<file path="config.mk">
export PLATFORM = sky130hd
export DESIGN_NAME = sapd_cell
export DESIGN_NICKNAME = d
export VERILOG_FILES = /design/src/rtl/sapd_pkg.sv /design/src/rtl/sapd_cell.sv
export SDC_FILE = /design/constraint.sdc
export NUM_CORES = 1
export LEC_CHECK = 0
export BUFFER_PORTS_ARGS = -buffer_cell sky130_fd_sc_hd__buf_2
export CORE_ASPECT_RATIO = 1.4
export CORE_MARGIN = 2
export CORE_UTILIZATION = 40
export DETAILED_ROUTE_END_ITERATION = 8
export PLACE_DENSITY = 0.75
export SKIP_CTS_REPAIR_TIMING = 1
export SLEW_MARGIN = 20
export SYNTH_ARGS = -nofsm -noshare
export SYNTH_HDL_FRONTEND = slang
export SYNTH_SLANG_ARGS = --single-unit
</file>
<file path="constraint.sdc">
create_clock -name clk -period 4.8 [get_ports clk]
set_input_delay 0.96 -clock clk [delete_from_list [all_inputs] [get_ports clk]]
set_output_delay 0.96 -clock clk [all_outputs]
set_load 0.03 [all_outputs]
</file>
<file path="src/rtl/sapd_pkg.sv">
package sapd_pkg;

  localparam int IDX_W  = 6;
  localparam int LEN_W  = 7;
  localparam int CHAR_W = 8;
  localparam int RANK_W = 8;
  localparam int KEY_W  = RANK_W + 1;
  localparam int CNT_W  = 6;

  typedef enum logic [3:0] {
    OP_IDLE,
    OP_LOAD,
    OP_INIT,
    OP_PREP,
    OP_SHIFT,
    OP_KEY,
    OP_COUNT,
    OP_RANK,
    OP_SCAN,
    OP_ROT,
    OP_FILL,
    OP_OUT
  } op_t;

  typedef struct packed {
    op_t               op;
    logic [IDX_W-1:0]  wpos;
    logic [CHAR_W-1:0] wdata;
    logic [IDX_W-1:0]  last_idx;
    logic              cyc;
  } ctl_t;

  typedef struct packed {
    logic [KEY_W-1:0]  sh;
    logic [RANK_W-1:0] kr;
    logic [KEY_W-1:0]  ks;
    logic [IDX_W-1:0]  tag;
    logic [CHAR_W-1:0] ch;
    logic [CHAR_W-1:0] ov;
    logic [IDX_W-1:0]  slot;
  } link_t;

endpackage

</file>
<file path="src/rtl/sapd_cell.sv">
module sapd_cell (
  input  logic                        clk,
  input  logic [sapd_pkg::IDX_W-1:0]  pos,
  input  sapd_pkg::ctl_t              ctl,
  input  sapd_pkg::link_t             right,
  input  sapd_pkg::link_t             head,
  output sapd_pkg::link_t             link
);
  import sapd_pkg::*;

  logic [CHAR_W-1:0] ch;
  logic [RANK_W-1:0] rk;
  logic [KEY_W-1:0]  sh;
  logic [RANK_W-1:0] kr;
  logic [KEY_W-1:0]  ks;
  logic [IDX_W-1:0]  tag;
  logic [CNT_W-1:0]  cnt;
  logic [IDX_W-1:0]  slot;
  logic [CHAR_W-1:0] ov;
  logic              is_end;
  logic              lt;
  link_t             src;

  assign is_end = (pos == ctl.last_idx);
  assign src    = is_end ? head : right;
  assign lt     = (kr < rk) || ((kr == rk) && (ks < sh));

  always_ff @(posedge clk) begin
    case (ctl.op)
      OP_LOAD: begin
        if (pos == ctl.wpos) begin
          ch <= ctl.wdata;
        end
      end
      OP_INIT: begin
        rk <= ch;
      end
      OP_PREP: begin
        sh <= {1'b0, rk} + KEY_W'(1);
      end
      OP_SHIFT: begin
        if (is_end) begin
          sh <= ctl.cyc ? head.sh : '0;
        end else begin
          sh <= right.sh;
        end
      end
      OP_KEY: begin
        kr  <= rk;
        ks  <= sh;
        tag <= pos;
        cnt <= '0;
      end
      OP_COUNT: begin
        if (lt) begin
          cnt <= cnt + CNT_W'(1);
        end
        kr  <= src.kr;
        ks  <= src.ks;
        tag <= src.tag;
      end
      OP_RANK: begin
        rk <= RANK_W'(cnt);
      end
      OP_SCAN: begin
        if (kr == RANK_W'(pos)) begin
          slot <= tag;
        end
        kr  <= src.kr;
        tag <= src.tag;
      end
      OP_ROT: begin
        ch <= src.ch;
      end
      OP_FILL: begin
        ov <= ctl.cyc ? ch : CHAR_W'(slot);
      end
      OP_OUT: begin
        ov <= right.ov;
      end
      default: begin
      end
    endcase
  end

  always_comb begin
    link.sh   = sh;
    link.kr   = kr;
    link.ks   = ks;
    link.tag  = tag;
    link.ch   = ch;
    link.ov   = ov;
    link.slot = slot;
  end

endmodule

</file>
==> results.sh <==
export IMPL_fin_setup_tns_ns=0
export IMPL_num_antenna_cells=0
export IMPL_overflow=0
export IMPL_maxSlewHeadroom_pct=32.9
export IMPL_worstReg2RegEnd="cnt[1]"
export IMPL_slew_viol_final=0
export IMPL_vias_per_cell=5.07
export IMPL_async_flop_share_pct=0
export IMPL_clock_sinks=68
export IMPL_crit_type="input port to register"
export IMPL_row_count=44
export IMPL_clk_latency_ns=0.33
export IMPL_yosys_warnings=0
export IMPL_setup_ws_ns=1.88
export IMPL_synth_avg_cell_area_um2=11.0
export IMPL_p_per_area_mw_per_mm2=275
export IMPL_layout_commonest_cell="buf_2"
export IMPL_first_pass_iters=6
export IMPL_num_vias=3504
export IMPL_fin_util_pct=52.2
export IMPL_dp_hpwl_mm=8.73
export IMPL_postSynth_topFlopCell="edfxtp_1"
export IMPL_port_buffers=173
export IMPL_postLayoutCellArea_mm2=0.00540
export IMPL_worstRegToRegCells=5
export IMPL_hold_path_class="register to register"
export IMPL_finalNonFillerCells=691
export IMPL_antenna_found_initial=0
export IMPL_worst_pin_slew_ns=1.01
export IMPL_fin_crit_ns=2.92
export IMPL_crit_family="compound AO/OA/AOI/OAI gates"
export IMPL_area_delta_synth_final_pct=28.1
export IMPL_routed_wl_mm=11.0
export IMPL_final_cell_mix="buf_2, edfxtp_1, nor2_1, mux2i_1, a21oi_1"
export IMPL_seq_area_frac_synth_pct=48.4
export IMPL_die_y_um=126
export IMPL_grt_usage_pct=19.3
export IMPL_path_depth=6
export IMPL_die_area_mm2=0.0114
export IMPL_htree_levels=3
export IMPL_synth_cell_types=43
export IMPL_drtIter0Drc=174
export IMPL_path_max_fanout=25
export IMPL_drive_gt1_share_pct=38.7
export IMPL_cts_buffers=9
export IMPL_synth_cells=383
export IMPL_dp_slack_ns=1.53
export IMPL_max_freq_ghz=0.342
export IMPL_fp_dieW_um=90.8
export IMPL_placed_area_mm2=0.00514
export IMPL_pin_count=194
export IMPL_min_from="tag[0]"
export IMPL_ctsLongestPathBuffers=2
export IMPL_synth_edf_count=68
export IMPL_fin_crit_sh_pct=60.9
export IMPL_reg2reg_slack_ns=2.48
export IMPL_gp_congestion=0.911
export IMPL_path_buf_inv=1
export IMPL_wl_per_cell_um=15.9
export IMPL_rsz0062_at_grt="false"
export IMPL_min_to="slot[0]"
export IMPL_endpoint_kind="register"
export IMPL_crit_chain="buf_2 > nand2b_4 > or2_1 > a2111oi_2 > nand3_1 > o21ai_1"
export IMPL_max_stage_delay_ns=0.55
export IMPL_hold_path_depth=0
export IMPL_ant_nets=0
export IMPL_cts_tree="built"
export IMPL_ys_ff_latch=68
export IMPL_synth_area_mm2=0.00422
export IMPL_fin_nets=707
export IMPL_setup_viol=0
export IMPL_finalHoldViolCount=0
export IMPL_crit_path_start_kind="input port"
export IMPL_p_leak_nw=2.24
export IMPL_hold_ws_ns=0.458
export IMPL_total_power_mw=1.48
export IMPL_critPathRequiredTime_ns=4.76
export IMPL_clock_skew_ns=0.00772
export IMPL_drc_errors=0
export IMPL_grt_max_degree=46
export IMPL_grt_pass1_wl_mm=17.2
export IMPL_cts_root_buf="clkbuf_16"
export IMPL_synth_nets=541
export IMPL_core_mm2=0.0103
export IMPL_clk_pin_slew_worst_paths_ns=0.05
export IMPL_initial_core_util_pct=40.8
export IMPL_status="finished clean"
export IMPL_arrival_ns=2.89
export IMPL_slowest_stage="or2_1"
export IMPL_grt_pass1_vias=3593
export IMPL_r2r_start="ks[7]"
export IMPL_ir_drop_mv=0.177
export IMPL_dp_cells=676
export IMPL_cap_violations=0
[layout make-up]
| cell class | count | area (um^2) |
|---|---|---|
| fillers | 971 | 4950 |
| flip-flops and latches | 68 | 2040 |
| repair buffers | 176 | 888 |
| clock buffers | 11 | 233 |
| inverters | 18 | 67.6 |
| well taps | 138 | 173 |
| clock inverters | 4 | 17.5 |
| multi-input cells | 276 | 1980 |
[worst reg2reg max path, delay by kind of cell (launching register included)]
kind            cells  cell delay (ns)
flops               1             0.41
fa+ha+maj           1             0.35
simple gates        1             0.12
compound gates      3             1.07
[sequential cells by signal, summed over array words and instances (netlist names)]
register / count
ks: 9
cnt: 6
tag: 6
rk: 8
slot: 6
sh: 9
ov: 8
kr: 8
ch: 8
[power breakdown]
part / internal [mW] / leakage [nW] / switching (mW) / total [mW]
combinational: 0.0948 / 1.49 / 0.125 / 0.220
clock: 0.341 / 0.124 / 0.228 / 0.569
sequential: 0.680 / 0.628 / 0.0162 / 0.696
total: 1.12 / 2.24 / 0.369 / 1.48
[logic make-up after synthesis]
kind of cell    after synthesis  synth area share, %
compound gates               64                 9.85
xor+xnor                     29                 6.02
fa+ha+maj                    18                 5.34
buf+inv                      39                 5.04
flops                        68                 48.4
mux                          47                 11.3
simple gates                118                 14.0
[worst max path at each step]
stage                     startpoint  endpoint  slack (ns)
after global routing         ctl[24]    cnt[0]        1.69
after global placement       ctl[24]    cnt[2]        1.59
final                        ctl[24]    cnt[1]        1.88
after detailed placement     ctl[24]    cnt[4]        1.53
after floorplan              ctl[21]    cnt[0]        2.19
after CTS                    ctl[24]    cnt[1]        1.86
[Yosys cell counts, types with 10 or more instances]
| master | count | area share (%) |
|---|---|---|
| mux2i_1 | 41 | 9.7 |
| nand2_1 | 18 | 1.6 |
| nand4_1 | 10 | 1.5 |
| xor2_1 | 10 | 2.1 |
| inv_1 | 18 | 1.6 |
| nand3_1 | 13 | 1.5 |
| ha_1 | 18 | 5.3 |
| xnor2_1 | 19 | 3.9 |
| a21oi_2 | 11 | 2.3 |
| nor2_1 | 46 | 4.1 |
| a21oi_1 | 26 | 3.1 |
| edfxtp_1 | 68 | 48 |
[metal layers]
metal  wire, um  part of all wire (%)  GRT usage (%)
met5          0                     0              0
met3        546                   5.0           2.41
met2       5810                    53           34.8
met4        310                   2.8           9.98
met1       4310                    39           22.4
(Power assumes the default switching activity.)
