$ cat config.mk
export PLATFORM = sky130hd
export DESIGN_NAME = sapd_ctrl
export DESIGN_NICKNAME = d
export VERILOG_FILES = /design/src/rtl/sapd_pkg.sv /design/src/rtl/sapd_ctrl.sv
export SDC_FILE = /design/constraint.sdc
export NUM_CORES = 1
export LEC_CHECK = 0
export ABC_AREA = 1
export BUFFER_PORTS_ARGS = -buffer_cell sky130_fd_sc_hd__buf_2
export CORE_MARGIN = 2
export CORE_UTILIZATION = 55
export DETAILED_ROUTE_END_ITERATION = 8
export PLACE_DENSITY_LB_ADDON = 0.12
export SYNTH_ARGS = -nofsm -noshare
export SYNTH_HDL_FRONTEND = slang
export SYNTH_SLANG_ARGS = --single-unit
$ cat constraint.sdc
create_clock -name clk -period 2.7 [get_ports clk]
set_input_delay 0.27 -clock clk [delete_from_list [all_inputs] [get_ports clk]]
set_output_delay 0.27 -clock clk [all_outputs]
set_load 0.005 [all_outputs]
$ cat src/rtl/sapd_pkg.sv
package sapd_pkg;

  localparam int IDX_W  = 6;
  localparam int LEN_W  = 7;
  localparam int CHAR_W = 8;
  localparam int RANK_W = 8;
  localparam int KEY_W  = RANK_W + 1;
  localparam int CNT_W  = 6;

  typedef enum logic [3:0] {
    OP_IDLE,
    OP_LOAD,
    OP_INIT,
    OP_PREP,
    OP_SHIFT,
    OP_KEY,
    OP_COUNT,
    OP_RANK,
    OP_SCAN,
    OP_ROT,
    OP_FILL,
    OP_OUT
  } op_t;

  typedef struct packed {
    op_t               op;
    logic [IDX_W-1:0]  wpos;
    logic [CHAR_W-1:0] wdata;
    logic [IDX_W-1:0]  last_idx;
    logic              cyc;
  } ctl_t;

  typedef struct packed {
    logic [KEY_W-1:0]  sh;
    logic [RANK_W-1:0] kr;
    logic [KEY_W-1:0]  ks;
    logic [IDX_W-1:0]  tag;
    logic [CHAR_W-1:0] ch;
    logic [CHAR_W-1:0] ov;
    logic [IDX_W-1:0]  slot;
  } link_t;

endpackage

$ cat src/rtl/sapd_ctrl.sv
module sapd_ctrl #(
  parameter int MAX_LEN = 64
) (
  input  logic                        clk,
  input  logic                        rst,
  input  logic                        s_tvalid,
  output logic                        s_tready,
  input  logic [sapd_pkg::CHAR_W-1:0] s_tdata,
  input  logic                        s_tlast,
  output logic                        m_tvalid,
  input  logic                        m_tready,
  output logic                        m_tlast,
  output logic                        m_tuser,
  input  logic                        cfg_valid,
  output logic                        cfg_ready,
  input  logic                        cfg_data,
  input  logic [sapd_pkg::IDX_W-1:0]  head_slot,
  output sapd_pkg::ctl_t              ctl
);
  import sapd_pkg::*;

  typedef enum logic [11:0] {
    S_LOAD  = 12'b000000000001,
    S_INIT  = 12'b000000000010,
    S_PREP  = 12'b000000000100,
    S_SHIFT = 12'b000000001000,
    S_KEY   = 12'b000000010000,
    S_COUNT = 12'b000000100000,
    S_RANK  = 12'b000001000000,
    S_SKEY  = 12'b000010000000,
    S_SCAN  = 12'b000100000000,
    S_ROT   = 12'b001000000000,
    S_FILL  = 12'b010000000000,
    S_OUT   = 12'b100000000000
  } state_t;

  state_t           state, state_next;
  logic [LEN_W-1:0] len;
  logic [LEN_W-1:0] cnt, cnt_next;
  logic [LEN_W-1:0] t;
  logic [LEN_W:0]   t2;
  logic [LEN_W-1:0] n_m1;
  logic             dropped;
  logic             mode;
  logic             full;
  logic             in_acc;
  logic             out_acc;

  assign full      = (len == LEN_W'(MAX_LEN));
  assign n_m1      = len - LEN_W'(1);
  assign t2        = {t, 1'b0};
  assign s_tready  = (state == S_LOAD);
  assign m_tvalid  = (state == S_OUT);
  assign m_tlast   = (cnt == n_m1);
  assign m_tuser   = dropped;
  assign cfg_ready = 1'b1;
  assign in_acc    = s_tvalid && s_tready;
  assign out_acc   = m_tvalid && m_tready;

  always_comb begin
    state_next   = state;
    cnt_next     = cnt;
    ctl.op       = OP_IDLE;
    ctl.wpos     = len[IDX_W-1:0];
    ctl.wdata    = s_tdata;
    ctl.last_idx = n_m1[IDX_W-1:0];
    ctl.cyc      = mode;
    case (state)
      S_LOAD: begin
        if (in_acc) begin
          if (!full) begin
            ctl.op = OP_LOAD;
          end
          if (s_tlast) begin
            state_next = S_INIT;
          end
        end
      end
      S_INIT: begin
        ctl.op     = OP_INIT;
        state_next = S_PREP;
      end
      S_PREP: begin
        ctl.op     = OP_PREP;
        cnt_next   = '0;
        state_next = S_SHIFT;
      end
      S_SHIFT: begin
        ctl.op   = OP_SHIFT;
        cnt_next = cnt + LEN_W'(1);
        if (cnt == t - LEN_W'(1)) begin
          state_next = S_KEY;
        end
      end
      S_KEY: begin
        ctl.op     = OP_KEY;
        cnt_next   = '0;
        state_next = S_COUNT;
      end
      S_COUNT: begin
        ctl.op   = OP_COUNT;
        cnt_next = cnt + LEN_W'(1);
        if (cnt == n_m1) begin
          state_next = S_RANK;
        end
      end
      S_RANK: begin
        ctl.op     = OP_RANK;
        state_next = (t2 >= {1'b0, len}) ? S_SKEY : S_PREP;
      end
      S_SKEY: begin
        ctl.op     = OP_KEY;
        cnt_next   = '0;
        state_next = S_SCAN;
      end
      S_SCAN: begin
        ctl.op   = OP_SCAN;
        cnt_next = cnt + LEN_W'(1);
        if (cnt == n_m1) begin
          cnt_next   = '0;
          state_next = mode ? S_ROT : S_FILL;
        end
      end
      S_ROT: begin
        if (cnt[IDX_W-1:0] == head_slot) begin
          state_next = S_FILL;
        end else begin
          ctl.op   = OP_ROT;
          cnt_next = cnt + LEN_W'(1);
        end
      end
      S_FILL: begin
        ctl.op     = OP_FILL;
        cnt_next   = '0;
        state_next = S_OUT;
      end
      S_OUT: begin
        if (out_acc) begin
          ctl.op   = OP_OUT;
          cnt_next = cnt + LEN_W'(1);
          if (cnt == n_m1) begin
            state_next = S_LOAD;
          end
        end
      end
      default: begin
        state_next = S_LOAD;
      end
    endcase
  end

  always_ff @(posedge clk) begin
    if (rst) begin
      state   <= S_LOAD;
      len     <= '0;
      dropped <= 1'b0;
      mode    <= 1'b0;
      cnt     <= '0;
      t       <= '0;
    end else begin
      state <= state_next;
      cnt   <= cnt_next;
      if (cfg_valid && cfg_ready) begin
        mode <= cfg_data;
      end
      if (in_acc) begin
        if (full) begin
          dropped <= 1'b1;
        end else begin
          len <= len + LEN_W'(1);
        end
      end
      if (state == S_INIT) begin
        t <= LEN_W'(1);
      end else if (state == S_RANK) begin
        t <= t2[LEN_W-1:0];
      end
      if (out_acc && m_tlast) begin
        len     <= '0;
        dropped <= 1'b0;
      end
    end
  end

endmodule

==> implementation parameters, run 1 <==
Parameter                              Value

Setup path
  Data arrival time of the critical path ... 2.12 ns
  CP max FO ... 11
  Critical path's slowest cell ... dfxtp_1
  Last element of the critical path ... m_tlast
  Critical Path Start Type ... register
  Worst-case register-to-register setup slack ... 0.56 ns
  Launching instance or port of the critical path ... len[0]
  RR Endpoint ... cnt[6]
  Critical path data required time ... 2.43 ns
  R2R Path Start ... len[0]
  Number of buffer and inverter stages on the critical path ... 4
  Kind of end point of the critical path ... output port
  Most used cell, CP ... nand2_1
  Largest delay share family, worst path ... simple AND/OR/NAND/NOR gates
  Critical path type ... reg -> out
  Critical Path Max Stage Delay ... 0.48 ns
  Depth of the most critical reg-to-reg path ... 14
  Logic depth of the worst setup path including buffers ... 12
  Series of cell instances along the critical path ... inv_2, ha_1, inv_1, nand2_2, nand2_1, nand2_1, nand2_1, nand3_2, nor2_4, nand3_4, inv_1, buf_2

Synth
  Most instantiated flip-flop cell in the synthesis netlist ... dfxtp_1
  Number of warning messages in the yosys log ... 0
  Largest family of logic cells by synthesized area ... simple AND/OR/NAND/NOR gates
  Register bit count reported by yosys ... 35
  Post-synth EDFFs ... 0
  Count of distinct cell types in the synthesized netlist ... 39
  Biggest area consumer among synthesized cells ... dfxtp_1
  Share of async-settable or async-resettable flops after synthesis ... 0
  Syn avg cell area ... 6.551 µm²
  Fraction of the yosys area taken by sequential cells ... 0.2493
  Synth Area in Compound Gates ... 0.09751
  Area share of the leading cell type in the synthesized netlist ... 0.2493
  Post-Syn Nets ... 461
  Gate count after technology mapping ... 429
  Multiplexer share of the synthesized area ... 0
  Simple-gate area share of the yosys netlist ... 0.4212
  Post-synthesis cell area ... 2810 µm²
  Synth top area cells ... dfxtp_1 (25%), nand2_1 (12%), inv_1 (8.3%)
  Synth Area in XOR/XNOR ... 0.04052
  Share of synthesized cell area in full adder, half adder and majority cells ... 0.04898

Global routing
  Pin count of the biggest net entering global routing ... 14
  Via count of the first global-routing pass ... 2276
  Residual overflow from global routing ... 0
  First-pass GRT wire length ... 10450 µm
  Number of antenna violations at the first check in global routing ... 0
  Total global-route track usage ... 0.2404

STA
  Worst setup margin ... 0.3112 ns
  Transition at the pin with the smallest max-transition slack ... 0.6345 ns
  Top achievable clock speed ... 0.4186 GHz
  Unrepaired setup endpoints after global routing ... no
  Total setup violations reported at the end of the flow ... 0
  Hold Violations, Final ... 0
  Final slew viol count ... 0
  Worst Skew ... 0.009522 ns
  Setup TNS ... 0 ns
  Crit path time final ... 2.389 ns
  Fraction of the cycle the final worst path needs ... 0.8847
  Relative slew slack ... 0.5737

Worst hold path
  Tightest Hold Check Type ... in -> reg
  Start point of the worst min-delay path ... cfg_data

Power and ir drop
  Share of power burned in the clock network ... 0.209
  Total power per unit cell area ... 608.6 nW/µm²
  Combinational fraction of design power ... 0.458
  Switching share of power ... 0.4146
  Net Switching ... 762.3 µW
  Final Total Pwr ... 1838 µW
  Largest voltage drop on the vdd net ... 0.0003208 V
  Lkg Pwr ... 0.001492 µW
  Sequential Power Share ... 0.333
  Total internal power ... 1076 µW

Final layout
  Total area of multi-input combinational cells ... 1713 µm²
  Final Net Count ... 483
  Storage cell area ... 700.7 µm²
  Diode count ... 0
  Most common cell after layout, fill and taps aside ... nand2_1
  Area growth from synthesis to layout ... 7.480%
  Number of filler cells placed in the layout ... 518
  Layout cells sized above 1 ... 0.1863
  Commonest cells after routing, fill and taps aside ... nand2_1 (87), inv_1 (62), nor2_1 (49), dfxtp_1 (35)

Floorplan
  I/O pin count ... 51
  Core Rows ... 26
  Floorplan Core Area ... 5010 µm²
  Initial standard-cell utilization of the core ... 0.5609
  Die ar. ... 5697 µm²
  Die W ... 75.48 µm
  Die Y ... 75.48 µm

Clocking
  Cell at the root of the clock tree ... clkbuf_8
  Total CTS buffers ... 5
  Cts repair resizes ... 0
  Total clock sinks ... 35
  Clock Path Buffers ... 2
  Post-CTS Repair Setup Buffers ... 0
  CTS Hold Bufs ... 0
  Clock latency reported for the late side of the worst-skew pair ... 0.28 ns
  Number of H-tree branching levels ... 2
  Clock edge transition at the registers on the reported setup and hold paths ... 0.07 ns
  CTS tree ... built

Routing
  DRT Wirelength ... 6681 µm
  Drt initial violations ... 174
  Final antenna-violating net count ... 0
  Remaining routing DRC violations ... 0
  Via density per instance ... 5.219
  WL/cell ... 12.82 µm
  First-pass iteration count of the detailed router ... 5
  Vias after detailed routing ... 2719

Placement
  Pre-CTS WS ... 0.6114 ns
  Count of buffers from port buffering ... 33
  Final estimated routing congestion in global placement ... 0.9164
  HPWL after detailed placement ... 5389 µm

Status
  Result of the run ... finished, final reports clean

Job
  Maximum capacitance violations ... 0
-- power groups by stage --
stage	Combinational, µW	Clock (µW)	Sequential, µW
after CTS	843	396	612
final	842	383	613
after global placement	834	0	621
after detailed placement	839	0	623
after global routing	939	417	621
after floorplan	650	0	608
-- synth_stat cells, types with 2 or more instances --
cell      number
nand3_4        3
xnor2_1        4
nor3_1        13
nand3_1       33
nand2_4        2
xor2_1         9
buf_4         17
inv_1         62
nand3b_1       2
nor3b_2        2
a211oi_1       7
nand4_1       14
o21ai_0       10
a21oi_1       23
ha_1          11
buf_2          2
o21ai_1        2
nand2_2       10
inv_2          2
dfxtp_1       35
nor2_1        49
nand3_2        2
nor2_4         4
nand2_1       87
nor2_2         8
nor3_2         3
-- worst min-delay path by stage --
stage,to,slack (ns),depth (start not counted)
4_1_cts,mode,0.21,3
5_1_grt,mode,0.24,3
3_3_place_gp,m_tuser,0.46,2
6_report,mode,0.22,3
3_5_place_dp,m_tuser,0.47,2
2_1_floorplan,state[7],0.35,1
-- state kept, by name, indices dropped and copies added, names as in the netlist --
register	cells
cnt	7
len	7
t	7
state	12
m_tuser	1
mode	1
-- worst min-delay path: cells and delay by family --
kind	cells	cell delay, ns
compound gates	1	0.05
simple gates	1	0.07
buf+inv	1	0.07
-- cells by family after synthesis --
group	after synthesis
xor+xnor	13
simple gates	236
compound gates	47
fa+ha+maj	11
other cells	1
buf+inv	86
flops	35
-- final cells by class --
cell class,count,area share
clock buffer,6,0.02734
multi-input combinational,308,0.5671
inverter,65,0.08078
sequential,35,0.2320
clock inverter,1,0.001657
tap,70,0.02900
timing repair buffer,36,0.06214
-- metrics by stage --
| stage | hold slack, ns | utilization | instances | cell area [µm²] |
|---|---|---|---|---|
| after floorplan | 0.3485 | - | 429 | 2810 |
| after global placement | 0.4623 | 0.5854 | 514 | 2933 |
| after detailed placement | 0.4725 | 0.5854 | 514 | 2933 |
| after CTS | 0.2131 | 0.6029 | 521 | 3020 |
| after global routing | 0.2402 | 0.6029 | 521 | 3020 |
| final | 0.2184 | 0.6029 | 521 | 3020 |
-- per-layer routing --
metal  share of wire  global-route usage  vias up
li1                -                   -     1413
met1            0.47              0.3336     1216
met2            0.45              0.3643       75
met3           0.066             0.05952       15
met4           0.014             0.08187        0
met5               0                   0        -
(Power assumes the default switching activity.)
==> run 2: changes to the inputs <==
--- a/config.mk
+++ b/config.mk
@@ -8,7 +8,7 @@
 export ABC_AREA = 1
 export BUFFER_PORTS_ARGS = -buffer_cell sky130_fd_sc_hd__buf_2
 export CORE_MARGIN = 2
-export CORE_UTILIZATION = 55
+export CORE_UTILIZATION = 57
 export DETAILED_ROUTE_END_ITERATION = 8
 export PLACE_DENSITY_LB_ADDON = 0.12
 export SYNTH_ARGS = -nofsm -noshare
==> implementation parameters, run 2 (same netlist as run 1, synthesis figures left out) <==
Parameter                              Value

Power and ir drop
  Total internal power ... 1055 µW (-1.9%)
  Sequential Power Share ... 0.332 (about the same)
  Lkg Pwr ... 0.001482 µW (-0.69%)
  Switching share of power ... 0.4276 (+0.01294)
  Total power per unit cell area ... 614.0 nW/µm² (+0.88%)
  Largest voltage drop on the vdd net ... 0.0003293 V (+2.6%)
  Combinational fraction of design power ... 0.462 (+0.004)
  Net Switching ... 788.4 µW (+3.4%)
  Share of power burned in the clock network ... 0.205 (-0.004)

Global routing
  Busiest grt layer ... met2
  Met2 capacity usage during global routing ... 0.4405 (+0.07622)
  Number of antenna violations at the first check in global routing ... 0 (unchanged)
  Via count of the first global-routing pass ... 2553 (+12%)
  Pin count of the biggest net entering global routing ... 14 (unchanged)
  Met3 capacity usage during global routing ... 0.04336 (-0.01616)
  Residual overflow from global routing ... 0 (unchanged)
  Met1 routing resource usage after global routing ... 0.3767 (+0.04305)
  First-pass GRT wire length ... 11690 µm (+12%)
  Total global-route track usage ... 0.2723 (+0.03187)

Final layout
  Most flop-heavy register ... state
  Max FFs per register ... 12 (unchanged)
  Final Net Count ... 482 (-0.21%)
  Layout cells sized above 1 ... 0.1818 (-0.004435)
  Post-layout util ... 0.6358 (+0.03287)
  Commonest cells after routing, fill and taps aside ... nand2_1 (87), inv_1 (62), nor2_1 (49), dfxtp_1 (35)
  Diode count ... 0 (unchanged)
  Most common cell after layout, fill and taps aside ... nand2_1
  Post-Layout Cell Count ... 518 (-0.58%)
  Area growth from synthesis to layout ... 6.857%

STA
  Fraction of the cycle the final worst path needs ... 0.8869 (+0.002120)
  Unrepaired setup endpoints after global routing ... no
  Transition at the pin with the smallest max-transition slack ... 0.6903 ns (+0.05581 ns)
  Final slew viol count ... 0 (unchanged)
  Crit path time final ... 2.395 ns (+0.005724 ns)
  Hold Violations, Final ... 0 (unchanged)
  Relative slew slack ... 0.5362 (-0.03749)
  Setup TNS ... 0 ns (unchanged)
  Total setup violations reported at the end of the flow ... 0 (unchanged)
  Worst Skew ... 0.009245 ns (-0.0002767 ns)
  Top achievable clock speed ... 0.4176 GHz (-0.24%)

Routing
  First-pass iteration count of the detailed router ... 5 (unchanged)
  Drt initial violations ... 243 (+40%)
  Via density per instance ... 5.334 (+2.2%)
  WL/cell ... 13.53 µm (+5.5%)
  DRT Wirelength ... 7007 µm (+4.9%)
  Vias after detailed routing ... 2763 (+1.6%)
  Remaining routing DRC violations ... 0 (unchanged)
  Final antenna-violating net count ... 0 (unchanged)

Job
  Maximum capacitance violations ... 0 (unchanged)

Floorplan
  Die W ... 74.22 µm (-1.7%)
  Initial standard-cell utilization of the core ... 0.5950 (+0.03403)
  Core Rows ... 25 (-3.8%)
  Floorplan Core Area ... 4723 µm² (-5.7%)
  I/O pin count ... 51 (unchanged)
  Die ar. ... 5508 µm² (-3.3%)
  Die Y ... 74.22 µm (-1.7%)

Worst hold path
  Tightest Hold Check Type ... in -> reg

Clocking
  Total clock sinks ... 35 (unchanged)
  CTS Hold Bufs ... 0 (unchanged)
  Total CTS buffers ... 5 (unchanged)
  Clock Path Buffers ... 2 (unchanged)
  Cell at the root of the clock tree ... clkbuf_8
  CTS tree ... built
  Clock edge transition at the registers on the reported setup and hold paths ... 0.08 ns (about the same)
  Post-CTS Repair Setup Buffers ... 0 (unchanged)
  Cts repair resizes ... 0 (unchanged)
  Number of H-tree branching levels ... 2 (unchanged)
  Clock latency reported for the late side of the worst-skew pair ... 0.29 ns (about the same)

Status
  Result of the run ... finished, final reports clean

Placement
  Number of cells in the design after placement ... 510 (-0.78%)
  Final estimated routing congestion in global placement ... 0.9155 (about the same)
  Count of buffers from port buffering ... 33 (unchanged)
  HPWL after detailed placement ... 5584 µm (+3.6%)

Setup path
  Data arrival time of the critical path ... 2.12 ns (about the same)
  Critical path data required time ... 2.43 ns (about the same)
  CP max FO ... 11 (unchanged)
  Critical path type ... reg -> out
  Critical Path Start Type ... register
  Kind of end point of the critical path ... output port
-- run 2: cell types whose count changed in the layout (fill, tap and decap cells not counted) --
| cell | previous run | this run |
|---|---|---|
| clkbuf_1 | 0 | 2 |
| buf_4 | 3 | 2 |
| clkbuf_8 | 6 | 5 |
-- run 2: path summary, 6_finish.rpt --
path         startpoint  endpoint  slack (ns)  depth (start not counted)
min reg2reg     m_tuser   m_tuser        0.48                          2
max reg2reg      len[0]  state[9]        0.53                         13
max              len[0]   m_tlast        0.31                         12
min            cfg_data      mode        0.21                          3
-- run 2: metal layers --
metal,vias to the layer above,wire [µm]
met4,0,129
met2,93,3230
met3,14,466
li1,1413,-
met1,1243,3181
met5,-,0
-- run 2: critical path, cell delays in order (launching register included) --
cell and delay (ns):
dfxtp_1 0.49, inv_2 0.17, ha_1 0.30, inv_1 0.09, nand2_2 0.06, nand2_1 0.08, nand2_1 0.06, nand2_1 0.08
nand3_2 0.09, nor2_4 0.10, nand3_4 0.14, inv_1 0.08, buf_2 0.10
-- run 2: final cells by class --
class | instances | area, µm²
Fill cell | 465 | 1720
Sequential cell | 35 | 700.7
Multi-Input combinational cell | 308 | 1713
Timing Repair Buffer | 35 | 180.2
Clock buffer | 7 | 76.32
Clock inverter | 1 | 5.005
Inverter | 65 | 244.0
Tap cell | 67 | 83.83
-- run 2: power groups by stage --
stage	Combinational, µW	Sequential (µW)	Clock (µW)
after floorplan	650	608	0
after global routing	954	621	403
after CTS	849	612	385
after detailed placement	844	625	0
final	852	613	378
after global placement	828	622	0
-- run 2: stage by stage --
step / setup WS [ns] / instance area (µm²) / power, µW / hold WS, ns
3_3_place_gp: 0.6124 / 2922 / 1450 / 0.4629
2_1_floorplan: 0.8161 / 2810 / 1258 / 0.3485
5_1_grt: 0.1734 / 3003 / 1977 / 0.2174
6_report: 0.3055 / 3003 / 1844 / 0.2061
3_5_place_dp: 0.5848 / 2922 / 1469 / 0.4686
4_1_cts: 0.3234 / 3003 / 1846 / 0.2044
==> run 3: changes to the inputs <==
--- a/config.mk
+++ b/config.mk
@@ -9,8 +9,9 @@
 export BUFFER_PORTS_ARGS = -buffer_cell sky130_fd_sc_hd__buf_2
 export CORE_MARGIN = 2
 export CORE_UTILIZATION = 57
+export CTS_BUF_LIST = sky130_fd_sc_hd__clkbuf_16
 export DETAILED_ROUTE_END_ITERATION = 8
-export PLACE_DENSITY_LB_ADDON = 0.12
+export PLACE_DENSITY = 0.81
 export SYNTH_ARGS = -nofsm -noshare
 export SYNTH_HDL_FRONTEND = slang
 export SYNTH_SLANG_ARGS = --single-unit
==> implementation parameters, run 3 (same netlist as run 1, synthesis figures left out) <==
Parameter                              Value

Status
  Result of the run ... finished, final reports clean

Placement
  HPWL after detailed placement ... 5407 µm (-3.2%)
  Final estimated routing congestion in global placement ... 0.8978 (-1.9%)
  Count of buffers from port buffering ... 33 (unchanged)

Power and ir drop
  Total internal power ... 1208 µW (+14%)
  Largest voltage drop on the vdd net ... 0.0002824 V (-14%)
  Combinational fraction of design power ... 0.426 (-0.036)
  Total power per unit cell area ... 664.4 nW/µm² (+8.2%)
  Switching share of power ... 0.4056 (-0.02199)
  Share of power burned in the clock network ... 0.271 (+0.066)
  Sequential Power Share ... 0.303 (-0.029)
  Net Switching ... 824.0 µW (+4.5%)
  Lkg Pwr ... 0.001510 µW (+1.9%)

Setup path
  Critical path type ... reg -> out
  Critical Path Start Type ... register
  Critical path data required time ... 2.43 ns (about the same)
  Data arrival time of the critical path ... 2.13 ns (about the same)
  CP max FO ... 11 (unchanged)
  R2R Path Start ... len[0]
  Launching instance or port of the critical path ... len[0]
  Kind of end point of the critical path ... output port

Routing
  Routed length on met3 ... 403 µm (-14%)
  Final antenna-violating net count ... 0 (unchanged)
  First-pass iteration count of the detailed router ... 4 (-1)
  DRT Wirelength ... 6938 µm (-0.98%)
  Vias after detailed routing ... 2799 (+1.3%)
  Remaining routing DRC violations ... 0 (unchanged)
  Drt initial violations ... 187 (-23%)
  WL/cell ... 13.39 µm (-0.98%)
  Uppermost layer routed ... met4
  Via density per instance ... 5.403 (+1.3%)
  Met2 WL ... 3219 µm (-0.34%)
  Met1 WL ... 3195 µm (+0.44%)

STA
  Transition at the pin with the smallest max-transition slack ... 0.7048 ns (+0.01443 ns)
  Relative slew slack ... 0.5265 (-0.009694)
  Top achievable clock speed ... 0.4162 GHz (-0.35%)
  Hold Violations, Final ... 0 (unchanged)
  Worst hold margin ... 0.2201 ns (+0.01398 ns)
  Final slew viol count ... 0 (unchanged)
  Total setup violations reported at the end of the flow ... 0 (unchanged)
  Unrepaired setup endpoints after global routing ... no
  Fraction of the cycle the final worst path needs ... 0.8900 (+0.003127)
  Worst Skew ... 0.005472 ns (-0.003773 ns)
  Setup TNS ... 0 ns (unchanged)
  Crit path time final ... 2.403 ns (+0.008442 ns)

Clocking
  Cts repair resizes ... 0 (unchanged)
  Post-CTS Repair Setup Buffers ... 0 (unchanged)
  Cell at the root of the clock tree ... clkbuf_16
  Clock latency reported for the late side of the worst-skew pair ... 0.28 ns (about the same)
  Total CTS buffers ... 5 (unchanged)
  CTS tree ... built
  Clock edge transition at the registers on the reported setup and hold paths ... 0.06 ns (-0.02 ns)
  Number of H-tree branching levels ... 2 (unchanged)
  CTS Hold Bufs ... 0 (unchanged)
  Total clock sinks ... 35 (unchanged)
  Clock Path Buffers ... 2 (unchanged)

Final layout
  Diode count ... 0 (unchanged)
  Number of filler cells placed in the layout ... 435 (-6.5%)
  Commonest cells after routing, fill and taps aside ... nand2_1 (87), inv_1 (63), nor2_1 (49), dfxtp_1 (35)
  Area growth from synthesis to layout ... 8.816%
  Layout cells sized above 1 ... 0.1796 (-0.002217)
  Most common cell after layout, fill and taps aside ... nand2_1
  Final Net Count ... 482 (unchanged)
  Post-layout util ... 0.6474 (+0.01165)
  Most flop-heavy register ... state
  Max FFs per register ... 12 (unchanged)

Floorplan
  I/O pin count ... 51 (unchanged)
  Floorplan Core Area ... 4723 µm² (unchanged)
  Core Rows ... 25 (unchanged)
  Initial standard-cell utilization of the core ... 0.5950 (unchanged)
  Die ar. ... 5508 µm² (unchanged)
  Die W ... 74.22 µm (unchanged)
  Die Y ... 74.22 µm (unchanged)

Global routing
  First-pass GRT wire length ... 11270 µm (-3.5%)
  Via count of the first global-routing pass ... 2547 (-0.24%)
  Total global-route track usage ... 0.2643 (-0.008000)
  Pin count of the biggest net entering global routing ... 14 (unchanged)
  Residual overflow from global routing ... 0 (unchanged)
  Number of antenna violations at the first check in global routing ... 0 (unchanged)

Job
  Maximum capacitance violations ... 0 (unchanged)

Worst hold path
  Tightest Hold Check Type ... in -> reg
  Start point of the worst min-delay path ... cfg_data
-- run 3: cell count changes in the layout (fill, tap and decap cells not counted) --
cell	before	now
clkbuf_16	0	5
clkbuf_8	5	0
clkbuf_1	2	0
clkinv_1	1	3
clkinv_2	1	0
inv_1	62	63
-- run 3: power by group through the flow --
stage | Combinational [µW] | Clock [µW] | Sequential [µW]
6_report | 866 | 550 | 615
5_1_grt | 970 | 577 | 619
4_1_cts | 861 | 557 | 613
3_5_place_dp | 849 | 0 | 624
3_3_place_gp | 831 | 0 | 621
2_1_floorplan | 650 | 0 | 608
-- run 3: final timing paths --
check	endpoint	slack (ns)	depth (start not counted)
max	m_tlast	0.30	12
min	mode	0.22	3
max reg2reg	cnt[5]	0.56	14
min reg2reg	m_tuser	0.50	2
-- run 3: final cells by class --
cell class,instances,area (µm²),area share
clock inverters,3,11.26,0.003682
inverters,65,244.0,0.07979
flip-flops and latches,35,700.7,0.2291
repair buffers,35,180.2,0.05892
multi-input cells,308,1713,0.5601
well taps,67,83.83,0.02741
clock buffers,5,125.1,0.04092
-- run 3: routing by layer --
metal | track usage | vias to the layer above
li1 | - | 1411
met1 | 0.3529 | 1285
met2 | 0.4286 | 93
met3 | 0.04201 | 10
met4 | 0.1052 | 0
met5 | 0 | -
-- run 3: critical path, stage by stage (launching register included) --
cell and delay, ns:
dfxtp_1 0.47, inv_2 0.17, ha_1 0.30, inv_1 0.09
nand2_2 0.06, nand2_1 0.08, nand2_1 0.06, nand2_1 0.09
nand3_2 0.10, nor2_4 0.10, nand3_4 0.13, inv_1 0.09
buf_2 0.11
-- run 3: through the flow --
step | area [µm²] | setup WS [ns] | total power (µW) | cells
6_report | 3058 | 0.2970 | 2032 | 518
5_1_grt | 3058 | 0.1653 | 2166 | 518
2_1_floorplan | 2810 | 0.8161 | 1258 | 429
4_1_cts | 3058 | 0.3246 | 2031 | 518
3_5_place_dp | 2922 | 0.6171 | 1474 | 510
3_3_place_gp | 2922 | 0.6606 | 1451 | 510
